===== src/sv/hrp_pkg.sv =====
// ----------------------------------------------------------------------------
// HTTP request header parser package
// Shared types, phase codes and keyword tables of the parser.
// ----------------------------------------------------------------------------
`default_nettype none

package hrp_pkg;

  localparam int unsigned MaxRequestBytes = 2048;
  localparam int unsigned CountW = $clog2(MaxRequestBytes + 1);

  localparam logic [3:0] PH_METHOD     = 4'd0;
  localparam logic [3:0] PH_URL_LEAD   = 4'd1;
  localparam logic [3:0] PH_URL        = 4'd2;
  localparam logic [3:0] PH_VER_LEAD   = 4'd3;
  localparam logic [3:0] PH_VERSION    = 4'd4;
  localparam logic [3:0] PH_HDR_NAME   = 4'd5;
  localparam logic [3:0] PH_HDR_SKIP   = 4'd6;
  localparam logic [3:0] PH_VAL_LEAD   = 4'd7;
  localparam logic [3:0] PH_CONN_VALUE = 4'd8;
  localparam logic [3:0] PH_LEN_DIGITS = 4'd9;
  localparam logic [3:0] PH_BODY       = 4'd10;
  localparam logic [3:0] PH_DONE       = 4'd11;

  localparam logic [1:0] ST_PENDING  = 2'd0;
  localparam logic [1:0] ST_COMPLETE = 2'd1;
  localparam logic [1:0] ST_BAD      = 2'd2;
  localparam logic [1:0] ST_OVERFLOW = 2'd3;

  localparam logic [1:0] HK_UNKNOWN = 2'd0;
  localparam logic [1:0] HK_CONN    = 2'd1;
  localparam logic [1:0] HK_CLEN    = 2'd2;

  localparam logic [2:0] UP_START  = 3'd0;
  localparam logic [2:0] UP_HTTP   = 3'd1;
  localparam logic [2:0] UP_HTTPS  = 3'd2;
  localparam logic [2:0] UP_HOST   = 3'd3;
  localparam logic [2:0] UP_ROOT   = 3'd4;
  localparam logic [2:0] UP_PATH   = 3'd5;

  typedef struct packed {
    logic       restart;
    logic [7:0] data_byte;
  } in_t;

  typedef struct packed {
    logic [1:0]  status;
    logic        method;
    logic        keep_alive;
    logic [31:0] content_length;
    logic        url_valid;
    logic [7:0]  url_byte;
    logic        url_is_root;
    logic        body_valid;
    logic [7:0]  body_byte;
  } out_t;

  typedef struct packed {
    logic [3:0]        phase;
    logic [3:0]        kidx;
    logic [1:0]        hkind;
    logic              vmatch;
    logic              crp;
    logic [CountW-1:0] rcount;
    logic [31:0]       lenv;
    logic [31:0]       brem;
    logic              meth;
    logic              linger;
    logic [2:0]        ups;
    logic [1:0]        fin;
  } state_t;

  localparam state_t StateReset = '{phase: PH_METHOD, kidx: 4'd0, hkind: HK_UNKNOWN,
      vmatch: 1'b1, crp: 1'b0, rcount: '0, lenv: 32'd0, brem: 32'd0, meth: 1'b0,
      linger: 1'b0, ups: UP_START, fin: ST_PENDING};

  function automatic logic [7:0] kw_get(input logic [3:0] i);
    unique case (i)
      4'd0: kw_get = "g";
      4'd1: kw_get = "e";
      4'd2: kw_get = "t";
      default: kw_get = 8'h00;
    endcase
  endfunction

  function automatic logic [7:0] kw_post(input logic [3:0] i);
    unique case (i)
      4'd0: kw_post = "p";
      4'd1: kw_post = "o";
      4'd2: kw_post = "s";
      4'd3: kw_post = "t";
      default: kw_post = 8'h00;
    endcase
  endfunction

  function automatic logic [7:0] kw_version(input logic [3:0] i);
    unique case (i)
      4'd0: kw_version = "h";
      4'd1: kw_version = "t";
      4'd2: kw_version = "t";
      4'd3: kw_version = "p";
      4'd4: kw_version = "/";
      4'd5: kw_version = "1";
      4'd6: kw_version = ".";
      4'd7: kw_version = "1";
      default: kw_version = 8'h00;
    endcase
  endfunction

  function automatic logic [7:0] kw_https(input logic [3:0] i);
    unique case (i)
      4'd0: kw_https = "h";
      4'd1: kw_https = "t";
      4'd2: kw_https = "t";
      4'd3: kw_https = "p";
      4'd4: kw_https = "s";
      4'd5: kw_https = ":";
      4'd6: kw_https = "/";
      4'd7: kw_https = "/";
      default: kw_https = 8'h00;
    endcase
  endfunction

  function automatic logic [7:0] kw_http(input logic [3:0] i);
    unique case (i)
      4'd0: kw_http = "h";
      4'd1: kw_http = "t";
      4'd2: kw_http = "t";
      4'd3: kw_http = "p";
      4'd4: kw_http = ":";
      4'd5: kw_http = "/";
      4'd6: kw_http = "/";
      default: kw_http = 8'h00;
    endcase
  endfunction

  function automatic logic [7:0] kw_conn(input logic [3:0] i);
    unique case (i)
      4'd0: kw_conn = "c";
      4'd1: kw_conn = "o";
      4'd2: kw_conn = "n";
      4'd3: kw_conn = "n";
      4'd4: kw_conn = "e";
      4'd5: kw_conn = "c";
      4'd6: kw_conn = "t";
      4'd7: kw_conn = "i";
      4'd8: kw_conn = "o";
      4'd9: kw_conn = "n";
      4'd10: kw_conn = ":";
      default: kw_conn = 8'h00;
    endcase
  endfunction

  function automatic logic [7:0] kw_clen(input logic [3:0] i);
    unique case (i)
      4'd0: kw_clen = "c";
      4'd1: kw_clen = "o";
      4'd2: kw_clen = "n";
      4'd3: kw_clen = "t";
      4'd4: kw_clen = "e";
      4'd5: kw_clen = "n";
      4'd6: kw_clen = "t";
      4'd7: kw_clen = "-";
      4'd8: kw_clen = "l";
      4'd9: kw_clen = "e";
      4'd10: kw_clen = "n";
      4'd11: kw_clen = "g";
      4'd12: kw_clen = "t";
      4'd13: kw_clen = "h";
      4'd14: kw_clen = ":";
      default: kw_clen = 8'h00;
    endcase
  endfunction

  function automatic logic [7:0] kw_keep(input logic [3:0] i);
    unique case (i)
      4'd0: kw_keep = "k";
      4'd1: kw_keep = "e";
      4'd2: kw_keep = "e";
      4'd3: kw_keep = "p";
      4'd4: kw_keep = "-";
      4'd5: kw_keep = "a";
      4'd6: kw_keep = "l";
      4'd7: kw_keep = "i";
      4'd8: kw_keep = "v";
      4'd9: kw_keep = "e";
      default: kw_keep = 8'h00;
    endcase
  endfunction

endpackage

`default_nettype wire


===== src/sv/hrp_chan_if.sv =====
// ----------------------------------------------------------------------------
// HTTP request header parser channel
// Valid and ready handshake carrying one payload per transfer.
// ----------------------------------------------------------------------------
`default_nettype none

interface hrp_chan_if #(parameter type payload_t = logic);
  logic     valid;
  logic     ready;
  payload_t payload;

  modport source (output valid, output payload, input ready);
  modport sink (input valid, input payload, output ready);
endinterface

`default_nettype wire


===== src/sv/hrp_step.sv =====
// ----------------------------------------------------------------------------
// HTTP request header parser step
// Next parser state and the result for one received byte.
// ----------------------------------------------------------------------------
`default_nettype none

module hrp_step (
  input  var hrp_pkg::state_t st,
  input  var hrp_pkg::in_t    item,
  output var hrp_pkg::state_t st_next,
  output var hrp_pkg::out_t   result
);

  always_comb begin
    hrp_pkg::state_t s;
    hrp_pkg::state_t n;
    logic [7:0]  b;
    logic [7:0]  c;
    logic        blank;
    logic        digit;
    logic [3:0]  k1;
    logic [3:0]  vidx;
    logic [2:0]  ups;
    logic [3:0]  hlen;
    logic [7:0]  hchar;
    logic [35:0] prod;
    logic [31:0] lenadd;
    logic [31:0] bdec;
    logic        urlv;
    logic        bodyv;

    s = item.restart ? hrp_pkg::StateReset : st;
    n = s;
    b = item.data_byte;
    c = (b >= "A" && b <= "Z") ? b + 8'd32 : b;
    blank = (b == " ") || (b == 8'h09);
    digit = (b >= "0") && (b <= "9");
    k1 = s.kidx + 4'd1;
    urlv = 1'b0;
    bodyv = 1'b0;
    prod = {1'b0, s.lenv, 3'b000} + {3'b000, s.lenv, 1'b0} + {28'd0, b - 8'd48};
    lenadd = (prod[35:32] != 4'd0) ? 32'hFFFF_FFFF : prod[31:0];
    bdec = (s.brem != 32'd0) ? s.brem - 32'd1 : 32'd0;
    vidx = (s.phase == hrp_pkg::PH_VER_LEAD) ? 4'd0 : s.kidx;
    ups = (s.phase == hrp_pkg::PH_URL_LEAD) ? hrp_pkg::UP_START : s.ups;
    hlen = (s.hkind == hrp_pkg::HK_CONN) ? 4'd11 : 4'd15;
    hchar = (s.hkind == hrp_pkg::HK_CONN) ? hrp_pkg::kw_conn(s.kidx) : hrp_pkg::kw_clen(s.kidx);

    if (s.fin == hrp_pkg::ST_PENDING) begin
      if (s.rcount >= hrp_pkg::CountW'(hrp_pkg::MaxRequestBytes)) begin
        n.fin = hrp_pkg::ST_OVERFLOW;
      end else begin
        n.rcount = s.rcount + hrp_pkg::CountW'(1);
        if (s.phase == hrp_pkg::PH_BODY) begin
          bodyv = 1'b1;
          n.brem = bdec;
          if (bdec == 32'd0) begin
            n.fin = hrp_pkg::ST_COMPLETE;
            n.phase = hrp_pkg::PH_DONE;
          end
        end else if (s.crp) begin
          n.crp = 1'b0;
          if (b != 8'h0A) begin
            n.fin = hrp_pkg::ST_BAD;
          end else begin
            unique case (s.phase)
              hrp_pkg::PH_VERSION: begin
                if (s.kidx == 4'd8) begin
                  n.phase = hrp_pkg::PH_HDR_NAME;
                  n.kidx = 4'd0;
                  n.hkind = hrp_pkg::HK_UNKNOWN;
                  n.vmatch = 1'b1;
                end else begin
                  n.fin = hrp_pkg::ST_BAD;
                end
              end
              hrp_pkg::PH_HDR_NAME: begin
                if (s.kidx == 4'd0) begin
                  if (s.lenv != 32'd0) begin
                    n.phase = hrp_pkg::PH_BODY;
                    n.brem = s.lenv;
                  end else begin
                    n.fin = hrp_pkg::ST_COMPLETE;
                    n.phase = hrp_pkg::PH_DONE;
                  end
                end else begin
                  n.kidx = 4'd0;
                  n.hkind = hrp_pkg::HK_UNKNOWN;
                  n.vmatch = 1'b1;
                end
              end
              hrp_pkg::PH_CONN_VALUE, hrp_pkg::PH_HDR_SKIP, hrp_pkg::PH_VAL_LEAD,
              hrp_pkg::PH_LEN_DIGITS: begin
                if (s.phase == hrp_pkg::PH_CONN_VALUE && s.vmatch && s.kidx == 4'd10) begin
                  n.linger = 1'b1;
                end
                n.phase = hrp_pkg::PH_HDR_NAME;
                n.kidx = 4'd0;
                n.hkind = hrp_pkg::HK_UNKNOWN;
                n.vmatch = 1'b1;
              end
              default: n.fin = hrp_pkg::ST_BAD;
            endcase
          end
        end else if (b == 8'h0D) begin
          n.crp = 1'b1;
        end else if (b == 8'h0A) begin
          n.fin = hrp_pkg::ST_BAD;
        end else begin
          unique case (s.phase)
            hrp_pkg::PH_METHOD: begin
              if (blank) begin
                if (s.kidx == (s.meth ? 4'd4 : 4'd3)) begin
                  n.phase = hrp_pkg::PH_URL_LEAD;
                  n.kidx = 4'd0;
                end else begin
                  n.fin = hrp_pkg::ST_BAD;
                end
              end else if (s.kidx == 4'd0) begin
                if (c == "g") begin
                  n.meth = 1'b0;
                  n.kidx = 4'd1;
                end else if (c == "p") begin
                  n.meth = 1'b1;
                  n.kidx = 4'd1;
                end else begin
                  n.fin = hrp_pkg::ST_BAD;
                end
              end else if (s.kidx < (s.meth ? 4'd4 : 4'd3) &&
                           c == (s.meth ? hrp_pkg::kw_post(s.kidx) : hrp_pkg::kw_get(s.kidx))) begin
                n.kidx = k1;
              end else begin
                n.fin = hrp_pkg::ST_BAD;
              end
            end
            hrp_pkg::PH_URL_LEAD, hrp_pkg::PH_URL: begin
              if (!(s.phase == hrp_pkg::PH_URL_LEAD && blank)) begin
                n.phase = hrp_pkg::PH_URL;
                n.ups = ups;
                if (blank) begin
                  if (ups == hrp_pkg::UP_ROOT || ups == hrp_pkg::UP_PATH) begin
                    n.phase = hrp_pkg::PH_VER_LEAD;
                  end else begin
                    n.fin = hrp_pkg::ST_BAD;
                  end
                end else begin
                  unique case (ups)
                    hrp_pkg::UP_START: begin
                      if (b == "/") begin
                        urlv = 1'b1;
                        n.ups = hrp_pkg::UP_ROOT;
                      end else if (c == "h") begin
                        n.ups = hrp_pkg::UP_HTTP;
                        n.kidx = 4'd1;
                      end else begin
                        n.fin = hrp_pkg::ST_BAD;
                      end
                    end
                    hrp_pkg::UP_HTTP: begin
                      if (s.kidx == 4'd4 && c == "s") begin
                        n.ups = hrp_pkg::UP_HTTPS;
                        n.kidx = 4'd5;
                      end else if (s.kidx < 4'd7 && c == hrp_pkg::kw_http(s.kidx)) begin
                        n.kidx = k1;
                        if (k1 == 4'd7) n.ups = hrp_pkg::UP_HOST;
                      end else begin
                        n.fin = hrp_pkg::ST_BAD;
                      end
                    end
                    hrp_pkg::UP_HTTPS: begin
                      if (s.kidx < 4'd8 && c == hrp_pkg::kw_https(s.kidx)) begin
                        n.kidx = k1;
                        if (k1 == 4'd8) n.ups = hrp_pkg::UP_HOST;
                      end else begin
                        n.fin = hrp_pkg::ST_BAD;
                      end
                    end
                    hrp_pkg::UP_HOST: begin
                      if (b == "/") begin
                        urlv = 1'b1;
                        n.ups = hrp_pkg::UP_ROOT;
                      end
                    end
                    hrp_pkg::UP_ROOT, hrp_pkg::UP_PATH: begin
                      urlv = 1'b1;
                      n.ups = hrp_pkg::UP_PATH;
                    end
                    default: n.fin = hrp_pkg::ST_BAD;
                  endcase
                end
              end
            end
            hrp_pkg::PH_VER_LEAD, hrp_pkg::PH_VERSION: begin
              if (!(s.phase == hrp_pkg::PH_VER_LEAD && blank)) begin
                n.phase = hrp_pkg::PH_VERSION;
                if (vidx < 4'd8 && c == hrp_pkg::kw_version(vidx)) begin
                  n.kidx = vidx + 4'd1;
                end else begin
                  n.kidx = vidx;
                  n.fin = hrp_pkg::ST_BAD;
                end
              end
            end
            hrp_pkg::PH_HDR_NAME: begin
              if (s.kidx < 4'd3) begin
                if (c == hrp_pkg::kw_conn(s.kidx)) n.kidx = k1;
                else n.phase = hrp_pkg::PH_HDR_SKIP;
              end else if (s.kidx == 4'd3) begin
                if (c == "n") begin
                  n.hkind = hrp_pkg::HK_CONN;
                  n.kidx = 4'd4;
                end else if (c == "t") begin
                  n.hkind = hrp_pkg::HK_CLEN;
                  n.kidx = 4'd4;
                end else begin
                  n.phase = hrp_pkg::PH_HDR_SKIP;
                end
              end else if (s.kidx < hlen && c == hchar) begin
                n.kidx = k1;
                if (k1 == hlen) begin
                  n.phase = hrp_pkg::PH_VAL_LEAD;
                  n.kidx = 4'd0;
                  n.vmatch = 1'b1;
                  if (s.hkind == hrp_pkg::HK_CLEN) n.lenv = 32'd0;
                end
              end else begin
                n.phase = hrp_pkg::PH_HDR_SKIP;
              end
            end
            hrp_pkg::PH_VAL_LEAD: begin
              if (s.hkind == hrp_pkg::HK_CONN) begin
                if (!blank) begin
                  n.phase = hrp_pkg::PH_CONN_VALUE;
                  if (s.kidx < 4'd10 && c == hrp_pkg::kw_keep(s.kidx)) n.kidx = k1;
                  else n.vmatch = 1'b0;
                end
              end else if (!(blank || b == 8'h0B || b == 8'h0C)) begin
                if (b == "+") begin
                  n.phase = hrp_pkg::PH_LEN_DIGITS;
                end else if (digit) begin
                  n.phase = hrp_pkg::PH_LEN_DIGITS;
                  n.lenv = lenadd;
                end else begin
                  n.lenv = 32'd0;
                  n.phase = hrp_pkg::PH_HDR_SKIP;
                end
              end
            end
            hrp_pkg::PH_CONN_VALUE: begin
              if (s.kidx < 4'd10 && c == hrp_pkg::kw_keep(s.kidx)) n.kidx = k1;
              else n.vmatch = 1'b0;
            end
            hrp_pkg::PH_LEN_DIGITS: begin
              if (digit) n.lenv = lenadd;
              else n.phase = hrp_pkg::PH_HDR_SKIP;
            end
            default: ;
          endcase
        end
      end
    end

    st_next = n;
    result.status = n.fin;
    result.method = n.meth;
    result.keep_alive = n.linger;
    result.content_length = n.lenv;
    result.url_valid = urlv;
    result.url_byte = urlv ? b : 8'd0;
    result.url_is_root = (n.ups == hrp_pkg::UP_ROOT) && (n.phase != hrp_pkg::PH_METHOD) &&
                         (n.phase != hrp_pkg::PH_URL_LEAD) && (n.phase != hrp_pkg::PH_URL);
    result.body_valid = bodyv;
    result.body_byte = bodyv ? b : 8'd0;
  end

endmodule

`default_nettype wire


===== src/sv/http_request_header_parser_top.sv =====
// ----------------------------------------------------------------------------
// HTTP request header parser
// Checks an HTTP/1.1 request byte by byte and streams URL and body bytes.
// ----------------------------------------------------------------------------
//   Channel  Direction  Payload
//   req      in         restart, data_byte
//   res      out        status, method, keep_alive, content_length, url and body
//
// Each byte gives one registered result in the cycle after its transfer.
// A new byte can be taken in every cycle unless req stalls, set by the single state update.
// The result register frees itself when res is taken, so req only stalls
// while a result waits and res.ready is low.
// Reset is synchronous and returns the parser to the method phase.
`default_nettype none

module http_request_header_parser_top (
  input  wire        clk,
  input  wire        rst,
  hrp_chan_if.sink   req,
  hrp_chan_if.source res
);

  hrp_pkg::state_t st;
  hrp_pkg::state_t st_next;
  hrp_pkg::out_t   result;
  logic            take;

  hrp_step u_step (
    .st      (st),
    .item    (req.payload),
    .st_next (st_next),
    .result  (result)
  );

  assign req.ready = !res.valid || res.ready;
  assign take = req.valid && req.ready;

  always_ff @(posedge clk) begin
    if (rst) begin
      st <= hrp_pkg::StateReset;
      res.valid <= 1'b0;
    end else if (take) begin
      st <= st_next;
      res.valid <= 1'b1;
    end else if (res.ready) begin
      res.valid <= 1'b0;
    end
  end

  always_ff @(posedge clk) begin
    if (take) begin
      res.payload <= result;
    end
  end

`ifndef SYNTHESIS
  a_result_follows: assert property (@(posedge clk) disable iff (rst)
    take |=> res.valid) else $error("transfer gave no result");
  a_finish_holds: assert property (@(posedge clk) disable iff (rst)
    take && !req.payload.restart && st.fin != hrp_pkg::ST_PENDING |=> st.fin == $past(st.fin))
    else $error("finished status changed without restart");
  a_one_stream: assert property (@(posedge clk) disable iff (rst)
    res.valid |-> !(res.payload.url_valid && res.payload.body_valid))
    else $error("URL and body byte in one result");
  a_count_bound: assert property (@(posedge clk) disable iff (rst)
    st.rcount <= hrp_pkg::CountW'(hrp_pkg::MaxRequestBytes))
    else $error("byte count beyond buffer size");
`endif

endmodule

`default_nettype wire

===== src/flat_wrapper.sv =====
// flat-port wrapper written by rule: the top's interface ports become plain ports
module http_request_header_parser_top_flat 
  (clk, rst, req_valid, req_payload, req_ready, res_valid, res_payload, res_ready);
  hrp_chan_if req_i ();
  hrp_chan_if res_i ();
  input  wire clk;
  input  wire rst;
  input wire logic [$bits(req_i.valid)-1:0] req_valid;
  input wire logic [$bits(req_i.payload)-1:0] req_payload;
  output wire logic [$bits(req_i.ready)-1:0] req_ready;
  output wire logic [$bits(res_i.valid)-1:0] res_valid;
  output wire logic [$bits(res_i.payload)-1:0] res_payload;
  input wire logic [$bits(res_i.ready)-1:0] res_ready;
  assign req_i.valid = req_valid;
  assign req_i.payload = req_payload;
  assign req_ready = req_i.ready;
  assign res_valid = res_i.valid;
  assign res_payload = res_i.payload;
  assign res_i.ready = res_ready;
  http_request_header_parser_top u_core (.clk(clk), .rst(rst), .req(req_i), .res(res_i));
endmodule

===== config.mk =====
export PLATFORM = sky130hd
export DESIGN_NAME = http_request_header_parser_top_flat
export DESIGN_NICKNAME = d
export VERILOG_FILES = /design/src/sv/hrp_pkg.sv /design/src/sv/hrp_chan_if.sv /design/src/sv/hrp_step.sv /design/src/sv/http_request_header_parser_top.sv /design/src/flat_wrapper.sv
export SDC_FILE = /design/constraint.sdc
export NUM_CORES = 1
export LEC_CHECK = 0
export ABC_AREA = 1
export BUFFER_PORTS_ARGS = -buffer_cell sky130_fd_sc_hd__buf_2
export CORE_ASPECT_RATIO = 1.2
export CORE_UTILIZATION = 25
export DETAILED_ROUTE_END_ITERATION = 8
export MAX_ROUTING_LAYER = met4
export SYNTH_ARGS = -nofsm -noshare
export SYNTH_HDL_FRONTEND = slang
export SYNTH_SLANG_ARGS = --single-unit
export TNS_END_PERCENT = 1

===== constraint.sdc =====
create_clock -name clk -period 3.5 [get_ports clk]
set_input_delay 0.7 -clock clk [delete_from_list [all_inputs] [get_ports clk]]
set_output_delay 0.7 -clock clk [all_outputs]
set_load 0.1 [all_outputs]

==> results.json, run 1 <==
{
  "status": "completed",
  "synth_nets": 809,
  "ctsHoldBuffers": 0,
  "finalInstanceArea_um2": 5690,
  "final.period_utilization_pct": 79.3,
  "die_width_um": 132,
  "startpoint": "u_core.st[87]",
  "relSlewSlack_pct": 58.4,
  "start_util_pct": 25.8,
  "holdCritPathClass": "reg -> reg",
  "critPathArrivalTime_ps": 3010,
  "min_from": "u_core.st[3]",
  "htreeDepth": 3,
  "synth_warnings": 0,
  "ys_seq_area_share_pct": 31.2,
  "finalSetupViolCount": 0,
  "slowest_stage": "dfxtp_1",
  "p_seq_share_pct": 41.4,
  "min_period_ps": 2770,
  "yosys.area.top_type": "dfxtp_1",
  "slew_violations": 0,
  "post_cts.repair.setup_buffers": 0,
  "p_clk_share_pct": 42.0,
  "place.detailed.hpwl_um": 9360,
  "synth.area.top_cells": "dfxtp_1 31%, nand2_1 14%, nor2_1 8.3%",
  "p_leak_nw": 2.71,
  "vias_per_cell": 4.52,
  "yosysTopAreaCellShare_pct": 30.7,
  "io_pins": 8,
  "avgSynthCellArea_um2": 6.44,
  "vias": 4777,
  "hold_viol": 0,
  "cts_buffer_depth": 2,
  "rsz0062_at_grt": "false",
  "grt_usage_pct": 12.6,
  "cts.clk_slew.worst_paths_ps": 60,
  "die_area_um2": 21000,
  "grt_first_pass_wirelength_um": 20600,
  "grt_pass1_vias": 4458,
  "synthCells": 791,
  "ctsResizeCount": 0,
  "fmax_ghz": 0.360,
  "layout.nets": 810,
  "endpoint_kind": "flop",
  "grt_max_degree": 45,
  "cts_made_buffers": 9,
  "antenna_cells": 0,
  "cap_violations": 0,
  "startpoint_type": "flop",
  "port_buffers": 7,
  "drive_gt1_share_pct": 10.5,
  "antenna_found_initial": 0,
  "critical-path-max-stage-delay_ps": 410,
  "swShare_pct": 29.5,
  "worstPathRequired_ps": 3740,
  "placed_area_um2": 5370,
  "fin_cells": 1058,
  "clock_latency_ps": 350,
  "peakVddDrop_uv": 261,
  "final_common_cell": "nand2_1",
  "finalSetupTns_ps": 0,
  "p_comb_share_pct": 16.7,
  "setup_slack_ps": 726,
  "intPower_mw": 1.72,
  "drcViolationCount": 0,
  "fin_skew_ps": 6.29,
  "p_per_area_nw_per_um2": 430,
  "cp_max_fo": 10,
  "syn_area_um2": 5090,
  "cp_common_cell": "nor2_1",
  "crit_type": "reg -> reg",
  "worst_pin_slew_ps": 623,
  "cts_tree": "yes",
  "area_delta_synth_final_pct": 11.7,
  "clock_sinks": 79,
  "coreArea_um2": 19800,
  "dr.pass1.iters": 5,
  "postRouteAntennaNets": 0,
  "grt-ovfl-total": 0,
  "r2r_start": "u_core.st[87]",
  "place_ws_ps": 635,
  "place.gp.congestion": 0.875,
  "cts_root_buf": "clkbuf_16",
  "die_h_um": 158,
  "yosysUniqueCellTypes": 42,
  "timing.critical_path.cells": "inv_1 -> ha_1 -> nor2_1 -> nand4_1 -> nor2_1 -> nor2_1 -> nor2_2 -> nand3_4 -> inv_4 -> nand2_2 -> nand3_4 -> inv_1 -> ha_1 -> nand2_2 -> o21ai_1 -> nand2_1 -> nand2_1",
  "place_inst": 1042,
  "ys_ff_latch": 79,
  "wl_um": 12300,
  "nFillCells": 2220,
  "placementRows": 56,
  "switchingPower_mw": 0.722,
  "final_cell_mix": "191 x nand2_1, 111 x nor2_1, 90 x inv_1, 78 x dfxtp_1, 66 x nand3_1",
  "wl_per_cell_um": 11.7,
  "first_iter_violations": 258
}
cell usage after synthesis:
library cell and count:
ha_1 13, a21oi_1 55, buf_2 1, nor2_4 6, nand3_4 3, inv_4 1, o21a_1 1, inv_1 90
buf_1 2, o211ai_1 2, buf_6 4, nor3_1 11, o2111ai_1 1, o211a_1 9, o21ai_1 5, dfxtp_1 78
a21oi_2 4, nand4_1 13, o21bai_1 5, o22ai_1 1, xnor2_1 2, nand2_2 19, nor2_1 112, nand3_2 3
clkbuf_1 10, o21ai_0 42, edfxtp_1 1, nor2_8 2, nand2_1 191, buf_4 2, nor3_2 1, inv_2 9
nor2_2 8, nor4_1 2, nand3_1 66, nand3b_1 1, xor2_1 9, a211oi_1 2, or2_2 1, nor3b_1 1
a21oi_4 1, a31oi_1 1
critical path: cells and delay by family, from the launching register on:
| family | cells | cell delay (ps) |
|---|---|---|
| and+or+nand+nor | 11 | 1220 |
| DFF | 1 | 410 |
| adders and majority gates | 2 | 550 |
| AOI/OAI and AO/OA | 1 | 80 |
| buffers and inverters | 3 | 400 |
stage by stage:
stage	power, mW	util, %	hold WS, ps
after floorplan	1.35	-	443
after global placement	1.44	27.2	456
after detailed placement	1.44	27.2	460
after CTS	2.47	28.8	469
after global routing	2.56	28.8	491
final	2.45	28.8	467
worst paths after layout:
path	slack [ps]	cells after the start	end
worst min register to register	470	2	u_core.st[3]
worst min-delay path	470	2	u_core.st[3]
worst max register to register	730	17	flop
worst max-delay path	730	17	flop
layer usage:
layer	part of all wire (%)	vias up	wire [µm]	track usage, %
met5	0	-	0	-
met3	2.9	23	357	2.42
met1	46	2138	5660	14.3
li1	-	2554	-	-
met2	49	62	6040	22.0
met4	2.4	0	292	5.15
logic make-up (layout without fill, tap and decap cells):
group | after synthesis | after routing | synth area share [%]
adders and majority gates | 13 | 13 | 3.19
AOI/OAI and AO/OA | 129 | 129 | 14.7
and+or+nand+nor | 440 | 440 | 39.4
DFF | 79 | 79 | 31.2
buffers and inverters | 119 | 125 | 9.58
xor gates and xnor gates | 11 | 11 | 1.89
power by group through the flow:
stage                     Combinational, mW  Sequential, mW  Clock [mW]
after floorplan                       0.323            1.03           0
after global placement                0.406            1.03           0
after detailed placement              0.407            1.03           0
after CTS                             0.409            1.01        1.05
after global routing                  0.459            1.02        1.08
final                                 0.408            1.01        1.03
cell type report:
type                            instances  area (µm²)  area share (%)
Multi-Input combinational cell        593        3020            53.1
Sequential cell                        79        1590            28.0
Inverter                              100         378            6.64
Tap cell                              261         327            5.74
Clock buffer                            9         225            3.96
Clock inverter                          7        95.1            1.67
Timing Repair Buffer                    9        50.0           0.880
(Power assumes the default switching activity.)
==> inputs of run 2 (changes only) <==
- clock period: 3.5 -> 2.85 ns (I/O delays scaled with it)
==> run 2 against run 1 <==
Effect of this change: global-route usage increased by 0.082 points; worst setup slack worse by 540 ps; sequential power increased by 23%; via count rose by 1.6%; non-clock buffer count grew 6; sequential cell count unchanged.
==> results.json, run 2 (same netlist as run 1, synthesis figures left out) <==
{
  "cts_made_buffers": 9,
  "first_iter_violations": 265,
  "start_util_pct": 25.8,
  "layout.nets": 816,
  "port_buffers": 7,
  "p_comb_share_pct": 17.7,
  "p_leak_nw": 2.73,
  "peakVddDrop_uv": 293,
  "slowest_stage": "dfxtp_2",
  "finalSetupTns_ps": 0,
  "finalSetupViolCount": 0,
  "area_delta_synth_final_pct": 12.7,
  "placed_area_um2": 5420,
  "p_seq_share_pct": 42.6,
  "startpoint_type": "flop",
  "final_common_cell": "nand2_1",
  "holdCritPathClass": "reg -> reg",
  "fin_skew_ps": 14.2,
  "cts.clk_slew.worst_paths_ps": 80,
  "endpoint_kind": "flop",
  "wl_um": 12600,
  "cap_violations": 0,
  "drcViolationCount": 0,
  "drive_gt1_share_pct": 11.8,
  "area.sequential_um2": 1590,
  "finish.utilization_pct": 29.1,
  "place.detailed.hpwl_um": 9410,
  "antenna_cells": 0,
  "die_area_um2": 21000,
  "timing.critical_path.cells": "inv_1 -> ha_1 -> nor2_1 -> nand4_1 -> nor2_1 -> nor2_1 -> nor2_2 -> nand3_4 -> inv_4 -> nand2_2 -> nand3_4 -> inv_2 -> ha_1 -> nand2_2 -> o21ai_1 -> nand2_1 -> nand2_1",
  "cts_root_buf": "clkbuf_16",
  "antenna_found_initial": 0,
  "swShare_pct": 32.4,
  "cp.depth": 17,
  "place_ws_ps": 32.6,
  "placementRows": 56,
  "crit_family": "simple AND/OR/NAND/NOR gates",
  "switchingPower_mw": 0.945,
  "grt-ovfl-total": 0,
  "startpoint": "u_core.st[88]",
  "grt_usage_pct": 12.7,
  "relSlewSlack_pct": 63.3,
  "p_clk_share_pct": 39.8,
  "fmax_ghz": 0.376,
  "slew_violations": 0,
  "min_period_ps": 2660,
  "reg2reg_depth": 17,
  "cp_common_cell": "nor2_1",
  "io_pins": 8,
  "cp_max_fo": 8,
  "die_h_um": 158,
  "critical-path-max-stage-delay_ps": 370,
  "hold_viol": 0,
  "die_width_um": 132,
  "p_per_area_nw_per_um2": 509,
  "postRouteAntennaNets": 0,
  "clock_sinks": 79,
  "grt_max_degree": 45,
  "cts_buffer_depth": 2,
  "final.period_utilization_pct": 93.4,
  "r2r_start": "u_core.st[88]",
  "rrSetupSlack_ps": 190,
  "nFillCells": 2209,
  "place.gp.congestion": 0.877,
  "final_cell_mix": "191 x nand2_1, 110 x nor2_1, 89 x inv_1, 76 x dfxtp_1, 66 x nand3_1",
  "finalInstanceArea_um2": 5740,
  "vias": 4852,
  "cts_tree": "yes",
  "status": "completed",
  "grt_first_pass_wirelength_um": 21000,
  "grt_pass1_vias": 4457,
  "total_power_mw": 2.92,
  "setup_slack_ps": 187,
  "clock_latency_ps": 360,
  "wl_per_cell_um": 11.8,
  "crit_type": "reg -> reg",
  "multi_input_area_um2": 3040,
  "coreArea_um2": 19800,
  "htreeDepth": 3,
  "critPathArrivalTime_ps": 2920,
  "vias_per_cell": 4.56,
  "cp.buffers_inverters": 3,
  "worst_pin_slew_ps": 549,
  "dr.pass1.iters": 5,
  "intPower_mw": 1.98,
  "worstPathRequired_ps": 3110
}
-- run 2: worst min-delay path by stage --
stage | start | endpoint | slack, ps | cells past startpoint
after floorplan | u_core.st[1] | u_core.st[1] | 440 | 2
after global placement | u_core.st[3] | u_core.st[3] | 460 | 2
after detailed placement | u_core.st[3] | u_core.st[3] | 460 | 2
after CTS | u_core.st[3] | u_core.st[3] | 470 | 2
after global routing | u_core.st[81] | u_core.st[81] | 500 | 2
final | u_core.st[3] | u_core.st[3] | 470 | 2
-- run 2: layout make-up --
type	count	share of cell area, %
multi-input cells	593	52.9
clock buffers	9	3.92
repair buffers	15	1.87
inverters	100	6.62
well taps	261	5.69
clock inverters	7	1.20
flip-flops and latches	79	27.8
-- run 2: metal layers --
metal  part of all wire, %  wire length [µm]  track usage, %
met5                     0                 0               -
met2                    50              6250            22.1
met3                   3.2               402            2.96
met1                    46              5730            14.6
met4                   1.5               194            3.61
-- run 2: stage by stage --
stage,hold slack (ps),instances
4_1_cts,468,1063
5_1_grt,500,1064
2_1_floorplan,443,791
6_report,471,1064
3_5_place_dp,458,1047
3_3_place_gp,457,1047
-- run 2: power by group through the flow --
stage                     Sequential, mW  Combinational [mW]  Clock [mW]
after global routing                1.25               0.582        1.25
after floorplan                     1.27               0.396           0
after CTS                           1.24               0.509        1.21
after detailed placement            1.27               0.508           0
final                               1.24               0.516        1.16
after global placement              1.27               0.511           0
-- run 2: tightest hold or removal path, stage by stage (launching register included) --
cell	delay (ps)
dfxtp_1	310
nand2_1	60
a21oi_1	50
-- run 2: repair_timing --
action                     CTS  global route
resized for setup            0             8
setup endpoints to repair    0            23
buffers inserted             0             1
hold buffers                 0             0
